==> config.mk <==
export PLATFORM = sky130hd
export DESIGN_NAME = multi_server_queue_event_list_flat
export DESIGN_NICKNAME = d
export VERILOG_FILES = /design/src/hw/rtl/msqel_pkg.sv /design/src/hw/rtl/msqel_if.sv /design/src/hw/rtl/msqel_stamp_mem.sv /design/src/hw/rtl/msqel_scan.sv /design/src/hw/rtl/multi_server_queue_event_list.sv /design/src/flat_wrapper.sv
export SDC_FILE = /design/constraint.sdc
export NUM_CORES = 2
export LEC_CHECK = 0
export BUFFER_PORTS_ARGS = -buffer_cell sky130_fd_sc_hd__buf_4
export CAP_MARGIN = 10
export CORE_MARGIN = 2
export CORE_UTILIZATION = 60
export CTS_BUF_LIST = sky130_fd_sc_hd__clkbuf_4 sky130_fd_sc_hd__clkbuf_8
export DETAILED_ROUTE_END_ITERATION = 7
export PLACE_DENSITY = 0.89
export SYNTH_ARGS = -nofsm -noshare
export SYNTH_HDL_FRONTEND = slang
export SYNTH_HIERARCHICAL = 1
export SYNTH_SLANG_ARGS = --single-unit
==> constraint.sdc <==
create_clock -name i_clk -period 30.1 [get_ports i_clk]
set_input_delay 6.02 -clock i_clk [delete_from_list [all_inputs] [get_ports i_clk]]
set_output_delay 6.02 -clock i_clk [all_outputs]
set_load 0.05 [all_outputs]
==> src/hw/rtl/msqel_pkg.sv <==
// Shared types and constants for the multi-server queue event list.
`default_nettype none
package msqel_pkg;

    localparam int SIDX_W = 6;
    localparam int TIME_W = 32;

    localparam logic FUNC_ARRIVAL = 1'b0;
    localparam logic FUNC_DEPART  = 1'b1;

    localparam logic CFG_SERVERS = 1'b0;
    localparam logic CFG_START   = 1'b1;

    localparam logic [6:0]  SERVERS_RESET = 7'd24;
    localparam logic [31:0] START_RESET   = 32'd0;

    typedef enum logic [2:0] {
        S_IDLE,
        S_MUL,
        S_ADD,
        S_UPDATE,
        S_SCAN,
        S_DRAIN,
        S_TAKE,
        S_FINISH
    } t_state;

    typedef struct packed {
        logic              found;
        logic [SIDX_W-1:0] idx;
        logic [TIME_W-1:0] stamp;
    } t_best;

endpackage
`default_nettype wire

==> src/hw/rtl/msqel_if.sv <==
// Valid/ready channel interfaces for event beats and result beats.
`default_nettype none
interface msqel_in_if;
    logic        valid;
    logic        ready;
    logic        func;
    logic [31:0] arrival_time;
    logic [31:0] service_time;

    modport source (output valid, output func, output arrival_time, output service_time,
                    input ready);
    modport sink (input valid, input func, input arrival_time, input service_time,
                  output ready);
endinterface

interface msqel_out_if;
    logic        valid;
    logic        ready;
    logic [31:0] event_time;
    logic [5:0]  server_index;
    logic        server_used;
    logic [31:0] next_departure_time;
    logic        next_departure_valid;
    logic [15:0] jobs_in_node;
    logic [31:0] completed_jobs;
    logic [63:0] time_area;
    logic        bad_departure;

    modport source (output valid, output event_time, output server_index,
                    output server_used, output next_departure_time,
                    output next_departure_valid, output jobs_in_node,
                    output completed_jobs, output time_area, output bad_departure,
                    input ready);
    modport sink (input valid, input event_time, input server_index,
                  input server_used, input next_departure_time,
                  input next_departure_valid, input jobs_in_node,
                  input completed_jobs, input time_area, input bad_departure,
                  output ready);
endinterface
`default_nettype wire

==> src/hw/rtl/msqel_stamp_mem.sv <==
// Server stamp memory with per-entry valid bits that read as the start time.
`default_nettype none
module msqel_stamp_mem #(
    parameter int DEPTH = 24,
    parameter int AW    = 5
) (
    input  wire logic          i_clk,
    input  wire logic          i_rst_n,
    input  wire logic          i_clear,
    input  wire logic [31:0]   i_reset_val,
    input  wire logic          i_we,
    input  wire logic [AW-1:0] i_waddr,
    input  wire logic [31:0]   i_wdata,
    input  wire logic [AW-1:0] i_raddr,
    output logic [31:0]        o_rdata
);
    logic [31:0]      r_mem [DEPTH];
    logic [DEPTH-1:0] r_vld;
    logic [31:0]      r_rdata;
    logic             r_rvld;

    always_ff @(posedge i_clk) begin
        if (i_we) begin
            r_mem[i_waddr] <= i_wdata;
        end
        r_rdata <= r_mem[i_raddr];
    end

    always_ff @(posedge i_clk) begin
        if (!i_rst_n || i_clear) begin
            r_vld  <= '0;
            r_rvld <= 1'b0;
        end else begin
            if (i_we) begin
                r_vld[i_waddr] <= 1'b1;
            end
            r_rvld <= r_vld[i_raddr];
        end
    end

    assign o_rdata = r_rvld ? r_rdata : i_reset_val;
endmodule
`default_nettype wire

==> src/hw/rtl/msqel_scan.sv <==
// Running minimum tracker that the sequencer feeds one server entry per cycle.
`default_nettype none
module msqel_scan #(
    parameter int IW = 5
) (
    input  wire logic          i_clk,
    input  wire logic          i_rst_n,
    input  wire logic          i_start,
    input  wire logic          i_cand,
    input  wire logic [IW-1:0] i_idx,
    input  wire logic [31:0]   i_stamp,
    output msqel_pkg::t_best   o_best
);
    import msqel_pkg::*;

    t_best r_best;

    // Strict compare in ascending order keeps the lowest index on ties.
    always_ff @(posedge i_clk) begin
        if (!i_rst_n || i_start) begin
            r_best.found <= 1'b0;
        end else if (i_cand && (!r_best.found || i_stamp < r_best.stamp)) begin
            r_best.found <= 1'b1;
            r_best.idx   <= SIDX_W'(i_idx);
            r_best.stamp <= i_stamp;
        end
    end

    assign o_best = r_best;
endmodule
`default_nettype wire

==> src/hw/rtl/multi_server_queue_event_list.sv <==
// Top level of the multi-server queue event list: sequencer and datapath.
//
// Events arrive as beats on i_in (func 0 arrival, 1 departure); each event
// gives exactly one result beat on o_out. The configuration port writes
// servers_in_use (index 0) or start_time (index 1); writing start_time
// restarts the node as a reset does. Write it only while the block is idle.
// A small sequencer drives one compare unit over the server stamp memory,
// one entry per cycle; a scan covers the m servers in use.
// An arrival that may start a server scans for the longest-idle server and
// then for the next departure; an arrival that finds every server needed
// skips the first scan. A departure scans for the busy server with the
// earliest stamp, updates the node and that server, then scans for the
// next departure; when none is busy it goes straight to that scan.
// i_in is ready again in the cycle after the result is loaded, so a new
// event is taken only once the result of the last one is loaded. The
// result sits in an output register, so a stalled receiver holds only the
// final step of the next event. Reset clears all servers to idle at the
// start time, the counters to zero, and the server count to 24.
`default_nettype none
module multi_server_queue_event_list #(
    parameter int NUM_SERVERS = 24
) (
    input  wire logic        i_clk,
    input  wire logic        i_rst_n,
    input  wire logic        i_cfg_we,
    input  wire logic        i_cfg_idx,
    input  wire logic [31:0] i_cfg_data,
    msqel_in_if.sink         i_in,
    msqel_out_if.source      o_out
);
    import msqel_pkg::*;

    localparam int IW = (NUM_SERVERS > 1) ? $clog2(NUM_SERVERS) : 1;
    localparam logic [6:0] M_MAX = 7'(NUM_SERVERS);

    t_state r_state;
    t_state n_state;

    logic [6:0]             r_servers;
    logic [31:0]            r_start;
    logic [NUM_SERVERS-1:0] r_busy;
    logic [31:0]            r_clock;
    logic [15:0]            r_jobs;
    logic [31:0]            r_done;
    logic [63:0]            r_area;
    logic                   r_func;
    logic [31:0]            r_svc;
    logic [31:0]            r_target;
    logic [6:0]             r_m;
    logic [47:0]            r_prod;
    logic                   r_want_busy;
    logic                   n_want_busy;
    logic                   r_phase_next;
    logic                   n_phase_next;
    logic [IW-1:0]          r_scan_cnt;
    logic                   r_cmp_vld;
    logic [IW-1:0]          r_cmp_idx;
    logic [IW-1:0]          r_sel_idx;
    logic [5:0]             r_res_idx;
    logic                   r_res_used;
    logic                   r_res_bad;

    logic                   r_out_valid;
    logic [31:0]            r_out_time;
    logic [5:0]             r_out_idx;
    logic                   r_out_used;
    logic [31:0]            r_out_next;
    logic                   r_out_next_vld;
    logic [15:0]            r_out_jobs;
    logic [31:0]            r_out_done;
    logic [63:0]            r_out_area;
    logic                   r_out_bad;

    logic        in_acc;
    logic        scan_start;
    logic        scan_last;
    logic        restart;
    logic        out_load;
    logic [6:0]  m_clamped;
    logic [15:0] jobs_inc;
    logic [15:0] jobs_dec;
    logic [32:0] finish_sum;
    logic [31:0] finish;
    logic [31:0] delta;
    logic [64:0] area_sum;
    logic        cand;
    logic        mem_we;
    logic [IW-1:0] mem_waddr;
    logic [31:0] mem_rdata;
    t_best       best;

    assign i_in.ready = (r_state == S_IDLE);
    assign in_acc     = i_in.valid && (r_state == S_IDLE);
    assign restart    = i_cfg_we && (i_cfg_idx == CFG_START);

    assign m_clamped = (r_servers == 7'd0) ? 7'd1 :
                       (r_servers > M_MAX) ? M_MAX : r_servers;
    assign scan_last = (7'(r_scan_cnt) == r_m - 7'd1);
    assign jobs_inc  = (r_jobs != 16'hFFFF) ? r_jobs + 16'd1 : r_jobs;
    assign jobs_dec  = (r_jobs != 16'd0) ? r_jobs - 16'd1 : r_jobs;
    assign finish_sum = {1'b0, r_clock} + {1'b0, r_svc};
    assign finish    = finish_sum[32] ? 32'hFFFF_FFFF : finish_sum[31:0];
    assign delta     = (r_target > r_clock) ? r_target - r_clock : 32'd0;
    assign area_sum  = {1'b0, r_area} + 65'(r_prod);
    assign cand      = r_cmp_vld && (r_busy[r_cmp_idx] == r_want_busy);
    assign out_load  = (r_state == S_FINISH) && (!r_out_valid || o_out.ready);

    always_comb begin
        mem_we    = 1'b0;
        mem_waddr = r_sel_idx;
        if (r_state == S_TAKE && !r_phase_next && r_func == FUNC_ARRIVAL && best.found) begin
            mem_we    = 1'b1;
            mem_waddr = best.idx[IW-1:0];
        end else if (r_state == S_UPDATE && r_jobs >= 16'(r_m)) begin
            mem_we = 1'b1;
        end
    end

    msqel_stamp_mem #(
        .DEPTH (NUM_SERVERS),
        .AW    (IW)
    ) u_mem (
        .i_clk       (i_clk),
        .i_rst_n     (i_rst_n),
        .i_clear     (restart),
        .i_reset_val (r_start),
        .i_we        (mem_we),
        .i_waddr     (mem_waddr),
        .i_wdata     (finish),
        .i_raddr     (r_scan_cnt),
        .o_rdata     (mem_rdata)
    );

    msqel_scan #(
        .IW (IW)
    ) u_scan (
        .i_clk   (i_clk),
        .i_rst_n (i_rst_n),
        .i_start (scan_start),
        .i_cand  (cand),
        .i_idx   (r_cmp_idx),
        .i_stamp (mem_rdata),
        .o_best  (best)
    );

    always_ff @(posedge i_clk) begin
        if (!i_rst_n || restart) begin
            r_state <= S_IDLE;
        end else begin
            r_state <= n_state;
        end
    end

    always_comb begin
        n_state      = r_state;
        n_want_busy  = r_want_busy;
        n_phase_next = r_phase_next;
        scan_start   = 1'b0;
        case (r_state)
            S_IDLE: begin
                if (in_acc) begin
                    if (i_in.func == FUNC_ARRIVAL) begin
                        n_state = S_MUL;
                    end else begin
                        n_state      = S_SCAN;
                        scan_start   = 1'b1;
                        n_want_busy  = 1'b1;
                        n_phase_next = 1'b0;
                    end
                end
            end
            S_MUL: begin
                n_state = S_ADD;
            end
            S_ADD: begin
                if (r_func == FUNC_ARRIVAL) begin
                    n_state    = S_SCAN;
                    scan_start = 1'b1;
                    if (jobs_inc <= 16'(r_m)) begin
                        n_want_busy  = 1'b0;
                        n_phase_next = 1'b0;
                    end else begin
                        n_want_busy  = 1'b1;
                        n_phase_next = 1'b1;
                    end
                end else begin
                    n_state = S_UPDATE;
                end
            end
            S_UPDATE: begin
                n_state      = S_SCAN;
                scan_start   = 1'b1;
                n_want_busy  = 1'b1;
                n_phase_next = 1'b1;
            end
            S_SCAN: begin
                if (scan_last) begin
                    n_state = S_DRAIN;
                end
            end
            S_DRAIN: begin
                n_state = S_TAKE;
            end
            S_TAKE: begin
                if (r_phase_next) begin
                    n_state = S_FINISH;
                end else if (r_func == FUNC_ARRIVAL || !best.found) begin
                    n_state      = S_SCAN;
                    scan_start   = 1'b1;
                    n_want_busy  = 1'b1;
                    n_phase_next = 1'b1;
                end else begin
                    n_state = S_MUL;
                end
            end
            S_FINISH: begin
                if (!r_out_valid || o_out.ready) begin
                    n_state = S_IDLE;
                end
            end
            default: begin
                n_state = S_IDLE;
            end
        endcase
    end

    always_ff @(posedge i_clk) begin
        if (!i_rst_n) begin
            r_servers <= SERVERS_RESET;
            r_start   <= START_RESET;
        end else if (i_cfg_we) begin
            if (i_cfg_idx == CFG_SERVERS) begin
                r_servers <= i_cfg_data[6:0];
            end else begin
                r_start <= i_cfg_data;
            end
        end
    end

    always_ff @(posedge i_clk) begin
        if (!i_rst_n) begin
            r_busy  <= '0;
            r_clock <= START_RESET;
            r_jobs  <= '0;
            r_done  <= '0;
            r_area  <= '0;
        end else if (restart) begin
            r_busy  <= '0;
            r_clock <= i_cfg_data;
            r_jobs  <= '0;
            r_done  <= '0;
            r_area  <= '0;
        end else begin
            case (r_state)
                S_ADD: begin
                    r_area  <= area_sum[64] ? 64'hFFFF_FFFF_FFFF_FFFF : area_sum[63:0];
                    r_clock <= r_target;
                    if (r_func == FUNC_ARRIVAL) begin
                        r_jobs <= jobs_inc;
                    end else begin
                        r_jobs <= jobs_dec;
                        if (r_done != 32'hFFFF_FFFF) begin
                            r_done <= r_done + 32'd1;
                        end
                    end
                end
                S_TAKE: begin
                    if (mem_we) begin
                        r_busy[mem_waddr] <= 1'b1;
                    end
                end
                S_UPDATE: begin
                    if (r_jobs < 16'(r_m)) begin
                        r_busy[r_sel_idx] <= 1'b0;
                    end
                end
                default: begin
                end
            endcase
        end
    end

    always_ff @(posedge i_clk) begin
        if (!i_rst_n || restart) begin
            r_want_busy  <= 1'b0;
            r_phase_next <= 1'b0;
            r_cmp_vld    <= 1'b0;
            r_scan_cnt   <= '0;
        end else begin
            r_want_busy  <= n_want_busy;
            r_phase_next <= n_phase_next;
            r_cmp_vld    <= (r_state == S_SCAN);
            if (scan_start) begin
                r_scan_cnt <= '0;
            end else if (r_state == S_SCAN && !scan_last) begin
                r_scan_cnt <= r_scan_cnt + IW'(1);
            end
        end
    end

    always_ff @(posedge i_clk) begin
        r_cmp_idx <= r_scan_cnt;
        if (in_acc) begin
            r_func     <= i_in.func;
            r_svc      <= i_in.service_time;
            r_target   <= i_in.arrival_time;
            r_m        <= m_clamped;
            r_res_idx  <= '0;
            r_res_used <= 1'b0;
            r_res_bad  <= 1'b0;
        end
        if (r_state == S_MUL) begin
            r_prod <= 48'(delta) * 48'(r_jobs);
        end
        if (r_state == S_TAKE && !r_phase_next) begin
            if (best.found) begin
                r_sel_idx  <= best.idx[IW-1:0];
                r_target   <= best.stamp;
                r_res_idx  <= best.idx;
                r_res_used <= 1'b1;
            end else if (r_func == FUNC_DEPART) begin
                r_res_bad <= 1'b1;
            end
        end
    end

    always_ff @(posedge i_clk) begin
        if (!i_rst_n || restart) begin
            r_out_valid <= 1'b0;
        end else if (out_load) begin
            r_out_valid <= 1'b1;
        end else if (o_out.ready) begin
            r_out_valid <= 1'b0;
        end
    end

    always_ff @(posedge i_clk) begin
        if (out_load) begin
            r_out_time     <= r_clock;
            r_out_idx      <= r_res_idx;
            r_out_used     <= r_res_used;
            r_out_next     <= best.found ? best.stamp : 32'd0;
            r_out_next_vld <= best.found;
            r_out_jobs     <= r_jobs;
            r_out_done     <= r_done;
            r_out_area     <= r_area;
            r_out_bad      <= r_res_bad;
        end
    end

    assign o_out.valid                = r_out_valid;
    assign o_out.event_time           = r_out_time;
    assign o_out.server_index         = r_out_idx;
    assign o_out.server_used          = r_out_used;
    assign o_out.next_departure_time  = r_out_next;
    assign o_out.next_departure_valid = r_out_next_vld;
    assign o_out.jobs_in_node         = r_out_jobs;
    assign o_out.completed_jobs       = r_out_done;
    assign o_out.time_area            = r_out_area;
    assign o_out.bad_departure        = r_out_bad;
endmodule
`default_nettype wire

==> src/flat_wrapper.sv <==
// flat-port wrapper written by rule: the top's interface ports become plain ports
module multi_server_queue_event_list_flat import msqel_pkg::*;
#(
    parameter int NUM_SERVERS = 24
)
  (i_clk, i_rst_n, i_cfg_we, i_cfg_idx, i_cfg_data, i_in_valid, i_in_func, i_in_arrival_time, i_in_service_time, i_in_ready, o_out_valid, o_out_event_time, o_out_server_index, o_out_server_used, o_out_next_departure_time, o_out_next_departure_valid, o_out_jobs_in_node, o_out_completed_jobs, o_out_time_area, o_out_bad_departure, o_out_ready);
  msqel_in_if i_in_i ();
  msqel_out_if o_out_i ();
  input  wire logic i_clk;
  input  wire logic i_rst_n;
  input  wire logic i_cfg_we;
  input  wire logic i_cfg_idx;
  input  wire logic [31:0] i_cfg_data;
  input wire logic [$bits(i_in_i.valid)-1:0] i_in_valid;
  input wire logic [$bits(i_in_i.func)-1:0] i_in_func;
  input wire logic [$bits(i_in_i.arrival_time)-1:0] i_in_arrival_time;
  input wire logic [$bits(i_in_i.service_time)-1:0] i_in_service_time;
  output wire logic [$bits(i_in_i.ready)-1:0] i_in_ready;
  output wire logic [$bits(o_out_i.valid)-1:0] o_out_valid;
  output wire logic [$bits(o_out_i.event_time)-1:0] o_out_event_time;
  output wire logic [$bits(o_out_i.server_index)-1:0] o_out_server_index;
  output wire logic [$bits(o_out_i.server_used)-1:0] o_out_server_used;
  output wire logic [$bits(o_out_i.next_departure_time)-1:0] o_out_next_departure_time;
  output wire logic [$bits(o_out_i.next_departure_valid)-1:0] o_out_next_departure_valid;
  output wire logic [$bits(o_out_i.jobs_in_node)-1:0] o_out_jobs_in_node;
  output wire logic [$bits(o_out_i.completed_jobs)-1:0] o_out_completed_jobs;
  output wire logic [$bits(o_out_i.time_area)-1:0] o_out_time_area;
  output wire logic [$bits(o_out_i.bad_departure)-1:0] o_out_bad_departure;
  input wire logic [$bits(o_out_i.ready)-1:0] o_out_ready;
  assign i_in_i.valid = i_in_valid;
  assign i_in_i.func = i_in_func;
  assign i_in_i.arrival_time = i_in_arrival_time;
  assign i_in_i.service_time = i_in_service_time;
  assign i_in_ready = i_in_i.ready;
  assign o_out_valid = o_out_i.valid;
  assign o_out_event_time = o_out_i.event_time;
  assign o_out_server_index = o_out_i.server_index;
  assign o_out_server_used = o_out_i.server_used;
  assign o_out_next_departure_time = o_out_i.next_departure_time;
  assign o_out_next_departure_valid = o_out_i.next_departure_valid;
  assign o_out_jobs_in_node = o_out_i.jobs_in_node;
  assign o_out_completed_jobs = o_out_i.completed_jobs;
  assign o_out_time_area = o_out_i.time_area;
  assign o_out_bad_departure = o_out_i.bad_departure;
  assign o_out_i.ready = o_out_ready;
  multi_server_queue_event_list #(.NUM_SERVERS(NUM_SERVERS)) u_core (.i_clk(i_clk), .i_rst_n(i_rst_n), .i_cfg_we(i_cfg_we), .i_cfg_idx(i_cfg_idx), .i_cfg_data(i_cfg_data), .i_in(i_in_i), .o_out(o_out_i));
endmodule
==> results.yml <==
timing:
  layout_min_cycle_time_ps: 10570
  maxSlewHeadroom: 0.0902
  tns_ps: 0
  worst_pin_slew_ps: 1360
  skew_ps: 87.5
  hold_violations: 0
  finalSetupViolCount: 0
  fmax_mhz: 94.6
  rsz0062_at_grt: "no"
  period_share: 0.351
  report.final.slew_viol_count: 0
clocking:
  cts.path.max_buffers: 3
  cts_max_level: 4
  cts-resized-gates: 0
  cts_buffers: 213
  cts_root_buf: "clkbuf_8"
  clkLatencyLatePin_ps: 1020
  cts_tree: "done"
  clk_pin_slew_ps: 70
  postCtsSetupBuffers: 0
  cts.sinks: 1405
  hold_buffers: 0
layout:
  final_util: 0.672
  fin_cells: 8248
  synthToLayoutAreaGrowth_pct: 11.5
  fin_area_um2: 84200
  fillers: 8311
  multiInputGateArea_um2: 33300
  regArea_um2: 39000
  final_nets: 7202
  drive_gt1_frac: 0.164
logic_synthesis:
  syn_area_per_cell_um2: 12.4
  synthMuxAreaShare: 0.0744
  ys_top_cells_by_area: "edfxtp_1 43%, fa_1 11%, dfxtp_1 8.5%, mux4_2 5.4%, ha_1 4.7%"
  synth-xor-area-share: 0.0258
  synth_top_family_by_area: "adder cells"
  synth_cell_types: 98
  yosysTopAreaCell: "edfxtp_1"
  synth_top_area_frac: 0.431
  synthCells: 6077
  ys.flop_type: "edfxtp_1"
  yosysMostFrequentCell: "edfxtp_1"
  synthAdderAreaFrac: 0.159
  async_reset_ff_frac: 0
  yosys_warnings: 6
  synth_edf_count: 1083
  syn_area_um2: 75500
  seq_area_frac_synth: 0.516
  ys_seq_elements: 1405
  synth_compound_area_frac: 0.0880
  synth-simple-area-share: 0.0899
  synth_common_cells: "1,083 x edfxtp_1, 680 x nand2_1, 593 x inv_1"
detailed_routing:
  drt-total-wl_mm: 226
  viasPerCell: 6.53
  drt_iter0_markers: 7418
  final_antenna_net_count: 0
  first_pass_iters: 8
  drc: 10
  vias: 53800
  avgRoutedWirePerCell_um: 27.4
global_routing:
  grt_pass1_wl_mm: 333
  grt_max_degree: 155
  antenna_found_initial: 14
  gr-usage-all-layers: 0.351
  grt_overflow: 0
  grt_pass1_vias: 54000
floorplan:
  fp.dieH_um: 359
  initial_core_util: 0.603
  fp.coreArea_um2: 125000
  die_w_um: 359
  core.rowCount: 130
  io_pins: 290
  die-area_um2: 129000
critical_path:
  worstReg2RegStart: "u_core/r_clock[1]"
  crit_type: "flip-flop to flip-flop"
  regToRegEndpoint: "u_core/r_prod[47]"
  r2r_cells: 32
  cp_common_cell: "fa_1"
  setup.worst_path.end_class: "flip-flop"
  crit_arrival_ps: 11260
  required_ps: 30790
  ff2ff_setup_slack_ps: 19530
  critical_path.max_fanout: 49
  slowest_stage: "nand2_1"
  crit_path_start_kind: "flip-flop"
  max_stage_delay_ps: 850
placement:
  port_buffers: 289
  dp.cells: 7829
  gp_congestion: 1.01
  post_dp_cell_area_um2: 79400
  dp_hpwl_mm: 149
status:
  status: "finished with violations"
  violations: "DRC"
hold_path:
  holdPathStages: 0
  hp-class: "flip-flop to flip-flop"
  hp-start: "u_core/r_res_idx[1]"
  min_to: "u_core/o_out.server_index[1]"
power:
  finalPower_w: 0.00486
  ir_worst_vdd_v: 0.0000564
  leakage_nw: 32.7
  power_density_nw_per_um2: 57.7
run:
  cap_violations: 0
sequential cells by signal, summed over array words and instances, names as in the netlist, 7 cells and up:
signal	cells
u_core/o_out.event_time	32
u_core/r_area	64
u_core/r_prod	48
u_core/r_svc	32
u_core/o_out.time_area	64
u_core/r_servers	7
u_core/u_scan/o_best	38
u_core/u_mem/r_vld	24
u_core/r_start	32
u_core/r_m	7
u_core/u_mem/r_rdata	32
u_core/r_done	32
u_core/u_mem/r_mem	768
u_core/o_out.jobs_in_node	16
u_core/r_clock	32
u_core/r_jobs	16
u_core/r_busy	24
u_core/o_out.next_departure_time	32
u_core/o_out.completed_jobs	32
u_core/r_target	32
stage by stage:
step	worst slack, ps	hold WS [ps]
global placement	20180	421
floorplan	15590	389
detailed placement	19870	418
CTS	19800	437
finish	19530	441
global route	19190	449
placed cells by master (no fill, tap or decap), types with 33 or more instances in the layout:
cell / netlist / routed
xnor2_1: 121 / 119
dfxtp_1: 322 / 318
nand3_1: 83 / 83
mux2_2: 42 / 42
buf_4: 18 / 381
o211ai_1: 74 / 74
o22ai_1: 42 / 42
and2_1: 40 / 38
a21o_1: 84 / 84
a21boi_0: 38 / 38
edfxtp_1: 1083 / 1083
inv_1: 593 / 592
o21a_1: 33 / 33
mux2i_1: 109 / 109
and3_1: 51 / 51
nor2_1: 422 / 394
fa_1: 421 / 421
ha_1: 283 / 283
clkbuf_8: 0 / 241
nor3_1: 53 / 52
mux4_2: 180 / 180
a21oi_1: 247 / 247
nor2b_1: 36 / 35
nand4_1: 46 / 46
nand2_1: 680 / 678
o21ai_0: 167 / 163
xor2_1: 101 / 100
o211a_1: 37 / 37
a22oi_1: 57 / 57
a31oi_1: 45 / 44
clkbuf_4: 0 / 83
how the worst max path moves through the flow:
stage	startpoint	to
after floorplan	o_out_ready	u_core/o_out.bad_departure
after global placement	u_core/r_target[0]	u_core/r_prod[44]
after detailed placement	u_core/r_clock[0]	u_core/r_prod[47]
after CTS	u_core/r_clock[1]	u_core/r_prod[47]
after global routing	u_core/r_clock[18]	u_core/r_prod[44]
final	u_core/r_clock[1]	u_core/r_prod[47]
power by group:
part	total (W)	switching [W]	internal, W
combinational	0.000895	0.000648	0.000247
sequential	0.00226	0.0000476	0.00221
clock	0.00171	0.000782	0.000926
total	0.00486	0.00148	0.00338
critical path: cells and delay by family (launching register included):
| kind | cells | cell delay (ps) |
|---|---|---|
| compound gates | 17 | 4100 |
| xor+xnor | 1 | 110 |
| fa+ha+maj | 8 | 3960 |
| simple gates | 2 | 1050 |
| buf+inv | 4 | 570 |
| flops | 1 | 400 |
logic make-up after synthesis:
family,Yosys count
buffers and inverters,875
and+or+nand+nor,1535
xor gates and xnor gates,222
muxes,331
DFF,1405
other,2
AOI/OAI and AO/OA,1003
adders and majority gates,704
metal layers:
metal	vias up	global-route usage	wire length (µm)
met5	-	0	161
met4	10	0.211	16100
met3	1059	0.122	32800
met2	4416	0.534	101000
met1	26100	0.436	76200
li1	22200	-	-
cell type report:
type | count | area share
inverter | 594 | 0.0265
tap | 1650 | 0.0245
multi-input combinational | 3798 | 0.395
antenna | 14 | 0.000416
sequential | 1405 | 0.463
clock buffer | 324 | 0.0468
clock inverter | 80 | 0.00920
timing repair buffer | 383 | 0.0343
Power figures use the tool's default switching activity.
